File: src/design/median_filter_3x3_defines.svh
// Assertion macros shared by the median filter RTL.
// Included by the top level; depends on nothing else.
`ifndef MEDIAN_FILTER_3X3_DEFINES_SVH
`define MEDIAN_FILTER_3X3_DEFINES_SVH

// Same-cycle implication, checked outside reset.
`define MF3_ASSERT_IMPLY(label, clk, rst_n, pre, post) \
  label: assert property (@(posedge clk) disable iff (!(rst_n)) (pre) |-> (post)) \
    else $error("median filter check failed");

// Next-cycle implication, checked outside reset.
`define MF3_ASSERT_NEXT(label, clk, rst_n, pre, post) \
  label: assert property (@(posedge clk) disable iff (!(rst_n)) (pre) |=> (post)) \
    else $error("median filter check failed");

`endif

File: src/design/mf3_pkg.sv
// Shared types and constants of the 3x3 median filter.
// Used by every module of the block; depends on nothing.
package mf3_pkg;

  localparam int MaxWidthDef = 1024;
  localparam int PixW        = 8;
  localparam int RowW        = 12;
  localparam int CenterColW  = 10;
  localparam int FrameWidthW = 11;
  localparam int FrameHeightW = 12;
  localparam int MaxHeight   = 4095;
  localparam int LineW       = 2 * PixW;
  localparam int CfgIdxW     = 2;
  localparam int CfgDataW    = 12;
  localparam int InDataW     = 8;
  localparam int OutDataW    = 32;

  localparam logic [FrameWidthW-1:0]  WidthReset  = 11'd640;
  localparam logic [FrameHeightW-1:0] HeightReset = 12'd480;

  // Register indexes of the configuration channel.
  localparam logic [CfgIdxW-1:0] RegFrameWidth  = 2'd0;
  localparam logic [CfgIdxW-1:0] RegFrameHeight = 2'd1;

  typedef logic [PixW-1:0] pix_t;

  // Position tag that travels with a window through the sorter.
  typedef struct packed {
    logic                  last;
    logic [RowW-1:0]       row;
    logic [CenterColW-1:0] col;
  } pos_t;

endpackage

File: src/design/mf3_median9.sv
// Pipelined median-of-nine sorter with per-stage stall control.
// Four register stages, the last one is the output register; depends on mf3_pkg.
module mf3_median9 (
  input  logic                        clk_i,
  input  logic                        rst_ni,
  input  logic                        in_valid_i,
  output logic                        in_ready_o,
  input  logic [8:0][mf3_pkg::PixW-1:0] in_pix_i,
  input  mf3_pkg::pos_t               in_pos_i,
  output logic                        out_valid_o,
  input  logic                        out_ready_i,
  output logic [mf3_pkg::PixW-1:0]    out_median_o,
  output mf3_pkg::pos_t               out_pos_o
);
  import mf3_pkg::*;

  function automatic pix_t min2(pix_t a, pix_t b);
    return (a < b) ? a : b;
  endfunction

  function automatic pix_t max2(pix_t a, pix_t b);
    return (a < b) ? b : a;
  endfunction

  function automatic pix_t med3(pix_t a, pix_t b, pix_t c);
    return max2(min2(a, b), min2(max2(a, b), c));
  endfunction

  // Ascending order of three values, lowest in element 0.
  function automatic logic [2:0][PixW-1:0] sort3(pix_t a, pix_t b, pix_t c);
    logic [2:0][PixW-1:0] s;
    s[0] = min2(min2(a, b), c);
    s[1] = med3(a, b, c);
    s[2] = max2(max2(a, b), c);
    return s;
  endfunction

  logic                 v2_q, v3_q, v4_q, v5_q;
  logic                 ld2, ld3, ld4, ld5;
  logic [8:0][PixW-1:0] pix2_q;
  logic [2:0][2:0][PixW-1:0] srt3_q;
  pix_t                 lo4_q, mid4_q, hi4_q;
  pix_t                 med5_q;
  pos_t                 pos2_q, pos3_q, pos4_q, pos5_q;

  // A stage loads when it is empty or its content moves on.
  assign ld5 = !v5_q || out_ready_i;
  assign ld4 = !v4_q || ld5;
  assign ld3 = !v3_q || ld4;
  assign ld2 = !v2_q || ld3;
  assign in_ready_o = ld2;

  // Valid bits of the stages.
  always_ff @(posedge clk_i or negedge rst_ni) begin
    if (!rst_ni) begin
      v2_q <= 1'b0;
      v3_q <= 1'b0;
      v4_q <= 1'b0;
      v5_q <= 1'b0;
    end else begin
      if (ld2) v2_q <= in_valid_i;
      if (ld3) v3_q <= v2_q;
      if (ld4) v4_q <= v3_q;
      if (ld5) v5_q <= v4_q;
    end
  end

  // Data path: capture, sort rows, reduce to three, final median.
  always_ff @(posedge clk_i) begin
    if (ld2) begin
      pix2_q <= in_pix_i;
      pos2_q <= in_pos_i;
    end
    if (ld3) begin
      for (int g = 0; g < 3; g++) begin
        srt3_q[g] <= sort3(pix2_q[3*g], pix2_q[3*g+1], pix2_q[3*g+2]);
      end
      pos3_q <= pos2_q;
    end
    if (ld4) begin
      lo4_q  <= max2(max2(srt3_q[0][0], srt3_q[1][0]), srt3_q[2][0]);
      mid4_q <= med3(srt3_q[0][1], srt3_q[1][1], srt3_q[2][1]);
      hi4_q  <= min2(min2(srt3_q[0][2], srt3_q[1][2]), srt3_q[2][2]);
      pos4_q <= pos3_q;
    end
    if (ld5) begin
      med5_q <= med3(lo4_q, mid4_q, hi4_q);
      pos5_q <= pos4_q;
    end
  end

  assign out_valid_o  = v5_q;
  assign out_median_o = med5_q;
  assign out_pos_o    = pos5_q;

endmodule

File: config.mk
export PLATFORM = sky130hd
export DESIGN_NAME = mf3_median9
export DESIGN_NICKNAME = d
export VERILOG_FILES = /design/src/design/median_filter_3x3_defines.svh /design/src/design/mf3_pkg.sv /design/src/design/mf3_median9.sv
export SDC_FILE = /design/constraint.sdc
export NUM_CORES = 1
export LEC_CHECK = 0
export BUFFER_PORTS_ARGS = -buffer_cell sky130_fd_sc_hd__buf_2
export CAP_MARGIN = 20
export CELL_PAD_IN_SITES_DETAIL_PLACEMENT = 1
export CELL_PAD_IN_SITES_GLOBAL_PLACEMENT = 2
export CORE_MARGIN = 2
export CORE_UTILIZATION = 41
export CTS_CLUSTER_DIAMETER = 120
export DETAILED_ROUTE_END_ITERATION = 10
export PLACE_DENSITY = 0.77
export SYNTH_ARGS = -nofsm -noshare
export SYNTH_HDL_FRONTEND = slang
export SYNTH_SLANG_ARGS = --single-unit
File: constraint.sdc
create_clock -name clk_i -period 6.6 [get_ports clk_i]
set_input_delay 0.66 -clock clk_i [delete_from_list [all_inputs] [get_ports clk_i]]
set_output_delay 0.66 -clock clk_i [all_outputs]
set_load 0.005 [all_outputs]
# --- Word level (Yosys, flattened, before mapping) ---
# Index checks and enable logic that the tools add are counted.
op_classes:
  reduce_logical: 8
  mux: 30
  n_lt_le_gt_ge: 22
op_table:
  columns: ["op", "count"]
  rows:
  - ["$mux 8", 30]
  - ["$lt 8x8->1", 22]
  - ["$logic_not 1->1", 4]
  - ["$logic_or 1x1->1", 4]
totals:
  out_inout_bits: 33
  register_bits: 272
  input_bits: 99

# --- Depth between registers and ports, before layout ---
depth:
  depth_word: 6
  depth_mapped: 26
  ltp_nobuf: 23

# --- Worst setup path after synthesis ---
# Ideal clock, no wire load.
synth_path:
  path_type: "reg-to-reg"
  from: "reg pix2_q[5] (netlist bit)"
  to: "reg srt3_q[8] (netlist bit), data pin"
  slack_ns: 1.275
  synth_period_minus_slack_ns: 5.325
  arrival_ns: 5.067
  stages_incl_launch_ff: 22
  cell_sequence: "edfxtp_1 > ha_1 > a21oi_1 > o211ai_1 > nor2_1 > buf_2 > mux2_2 > ha_1 > a211oi_1 > o21bai_1 > nor4b_1 > o21ai_1 > o21ai_2 > buf_2 > mux2i_1 > ha_1 > a21o_1 > a221oi_1 > nor2b_1 > a32oi_2 > mux2i_1 > o221a_1"
synth_between:
  elab_chain_cells: 6
  word_cells_on_any_way: 7
synth_rtl:
  columns: ["element", "line", "rtl"]
  rows:
  - ["start, declared", "mf3_median9.sv:40", "logic [8:0][PixW-1:0] pix2_q;"]
  - ["start signal, assigned", "mf3_median9.sv:71", "pix2_q <= in_pix_i;"]
  - ["$lt 8x8->1", "mf3_median9.sv:18, mf3_median9.sv:22", null]
  - ["$mux 8", "mf3_median9.sv:22", "return (a < b) ? b : a;"]
  - ["$lt 8x8->1", "mf3_median9.sv:18", "return (a < b) ? a : b;"]
  - ["$mux 8", "mf3_median9.sv:18", null]
  - ["$lt 8x8->1", "mf3_median9.sv:22", null]
  - ["$mux 8 *", "mf3_median9.sv:22", null]
  - ["end signal, assigned by index", "mf3_median9.sv:76", "srt3_q[g] <= sort3(pix2_q[3*g], pix2_q[3*g+1], pix2_q[3*g+2]);"]
  - ["end, declared", "mf3_median9.sv:41", "logic [2:0][2:0][PixW-1:0] srt3_q;"]
# Every way passes the cells marked *; elsewhere a longest branch is shown, timed or not.
# A chain may end at the register's enable or synchronous reset.

# --- Worst setup path in the final report ---
layout_path:
  from: "reg pix2_q[27] (netlist bit)"
  to: "reg srt3_q[37] (netlist bit), data pin"
# Same word-level chain as after synthesis.

==> flow_summary.yaml <==
outcome:
  status: "complete, but fails checks"
  violations: "design-rule violations"
die:
  dieArea_sq_um: 37800
  die_h_um: 194
  initial_core_util_pct: 41.7
  core_region_area_sq_um: 35700
  io-pin-count: 132
  die_x_um: 194
  rows: 69
setup_path:
  cp-end-kind: "flop"
  cp.arrival_ns: 6.43
  worstPathRequired_ns: 6.92
  start_kind: "flop"
  cp_max_fo: 19
  crit_type: "flop to flop"
logic_synthesis:
  yosys_warnings: 0
  netlist_area_sq_um: 14900
  ys_seq_area_share_pct: 54.8
  syn_nets: 1486
  postSynthCellCount: 1233
  ys.flop_type: "edfxtp_1"
  synth_seq_cells: 272
  synth_edf_count: 268
  async_flop_share_pct: 1.47
  synth_cell_types: 63
  postSynthAreaPerCell_sq_um: 12.0
clocking:
  cts_tree: "done"
  cts_setup_buffers: 0
  cts_root_buf: "clkbuf_16"
  clock_path_buffers: 3
  clk_latency_ns: 0.59
  htree_levels: 1
  path_clk_slew_ns: 0.06
  cts_buffers: 31
  clock_sinks: 272
sta:
  hold_ws_ns: 0.246
  setup_ws_ns: 0.497
  final_max_slew_viol_count: 0
  max_freq_mhz: 164
  finalClockSkew_ns: 0.0168
  layout_min_cycle_time_ns: 6.10
  setup_tns_ns: 0
  slew_headroom_pct: 34.3
  final_hold_viol_count: 0
  worst_pin_slew_ns: 0.979
  rsz0062_at_grt: "false"
  setup_viol: 0
  period_share_pct: 92.5
layout:
  most-common-layout-cells: "268 x edfxtp_1, 154 x ha_1, 135 x inv_1"
  multi_input_area_sq_um: 6120
  n_antenna_cell: 0
  fin_area_sq_um: 17200
  final_common_cell: "edfxtp_1"
  area.growth.synth_to_final_pct: 15.8
  nFillCells: 3786
  seqCellArea_sq_um: 8150
  fin_nets: 1643
  drive_gt1_share_pct: 18.7
run:
  drv_cap: 0
detailed_routing:
  avgViaCountPerCell: 5.22
  drtAntennaViolNets: 0
  dr.pass1.iters: 10
  via_count: 9792
  routed_wl_um: 35100
  initialDrtViolationCount: 417
  wl_per_cell_um: 18.7
  drc_errors: 3
global_routing:
  busiest_layer: "met2"
  gr-usage-all-layers_pct: 18.6
  grt_pass1_vias: 10148
  antenna_found_initial: 0
  use_met2_pct: 32.2
  grt_use_met1_pct: 24.9
  grtUsageMet3_pct: 2.59
  grt.overflow.total: 0
  grt_max_degree: 74
  grt_pass1_wl_um: 55100
place:
  globalplace.congestion: 0.804
  placed_area_sq_um: 16100
  io_buffers: 131
  hpwl_um: 27200
  dp_slack_ns: 0.323
min_path:
  hp-class: "primary input to flop"
power:
  peakVddDrop_uv: 323
  power_density_nw_per_um2: 543
  p_leak_nw: 7.51
## per-layer routing
metal	vias to the layer above	wire length, um
met2	126	16900
met1	4723	16400
met4	0	748
met5	-	0
li1	4893	-
met3	50	996
## power breakdown
part | internal, W | switching, W
registers | 0.00260 | 0.000284
logic | 0.00198 | 0.00274
clock network | 0.00102 | 0.000711
total | 0.00560 | 0.00373
## through the flow
step	instances	power, W	util [%]
after global placement	1816	0.00753	45.2
after global routing	1876	0.0101	48.2
after detailed placement	1817	0.00767	45.3
after floorplan	1233	0.00630	-
after CTS	1876	0.00946	48.2
final	1876	0.00933	48.2
## critical path: stages (launching register included)
cell and delay [ns]:
edfxtp_1 0.43, ha_1 0.36, a21oi_1 0.23, nand2_1 0.08, nor2_1 0.19, o21ai_4 0.18
o21ai_0 0.58, ha_1 0.26, a21oi_1 0.06, o21ai_0 0.59, nor2_1 0.19, o2bb2ai_4 0.24
mux2i_1 0.29, ha_1 0.31, a21oi_1 0.17, o21ai_1 0.12, a2111oi_0 0.64, o211ai_1 0.23
and2_1 0.24, a31oi_1 0.14, buf_4 0.21, a21oi_1 0.09
## registers in the layout (all words and copies together), names as in the netlist
name,flops
hi4_q,8
lo4_q,8
mid4_q,8
out_median_o,8
out_pos_o,23
out_valid_o,1
pix2_q,72
pos2_q,23
pos3_q,23
pos4_q,23
srt3_q,72
v2_q,1
v3_q,1
v4_q,1
## cells by family (layout without fill, tap and decap cells)
group,count (synthesis),count (layout),synth area share [%]
multiplexers,119,119,8.52
AO/OA/AOI/OAI,280,280,12.0
flip-flops,272,272,54.8
buffers and inverters,161,343,4.23
adder cells (fa/ha/maj),154,154,13.0
AND/OR/NAND/NOR,247,247,7.47
## worst paths after layout
| path | endpoint | cells past startpoint | from | slack, ns |
|---|---|---|---|---|
| max in group asynchronous | v3_q | 2 | rst_ni | 6.05 |
| setup reg to reg | srt3_q[37] | 21 | pix2_q[27] | 0.50 |
| hold / removal | pix2_q[47] | 1 | in_pix_i[47] | 0.25 |
| setup / recovery | srt3_q[37] | 21 | pix2_q[27] | 0.50 |
| hold reg to reg | pos4_q[21] | 0 | pos3_q[21] | 0.41 |
| min in group asynchronous | out_valid_o | 2 | rst_ni | 0.43 |
## cell type report
cell class | instances | area share [%]
inverters | 135 | 2.95
clock buffers | 39 | 4.86
clock inverters | 19 | 1.17
repair buffers | 150 | 4.73
well taps | 461 | 3.35
multi-input cells | 800 | 35.6
flip-flops and latches | 272 | 47.4
## Yosys cell counts, types with 5 or more instances
library cell  count  share of area [%]
o21ai_2           5               0.29
nor2_1           82                2.1
or2_2             5               0.21
o21ai_0          45                1.5
nand4_1          17               0.72
inv_1           135                3.4
nand2_1          87                2.2
ha_1            154                 13
mux2i_1          62                4.2
nand2b_1         10               0.42
o21ai_1          57                1.9
mux2_2           39                3.0
a21o_1           23                1.2
nor2b_1           7               0.29
edfxtp_1        268                 54
nor3_1           11               0.37
clkbuf_1          8               0.20
buf_2            16               0.54
a21oi_1          74                2.5
o21a_1           10               0.51
a211oi_1         14               0.71
mux2_1           17                1.3
nand3_1          10               0.34
o211ai_1          6               0.30
## timing repair
action	4_1_cts	5_1_grt
gates resized for setup	0	2
hold buffers	1	0
hold endpoints to repair	4	0
setup endpoints to repair	0	8
Note: power is estimated with default switching activity, not from simulation.
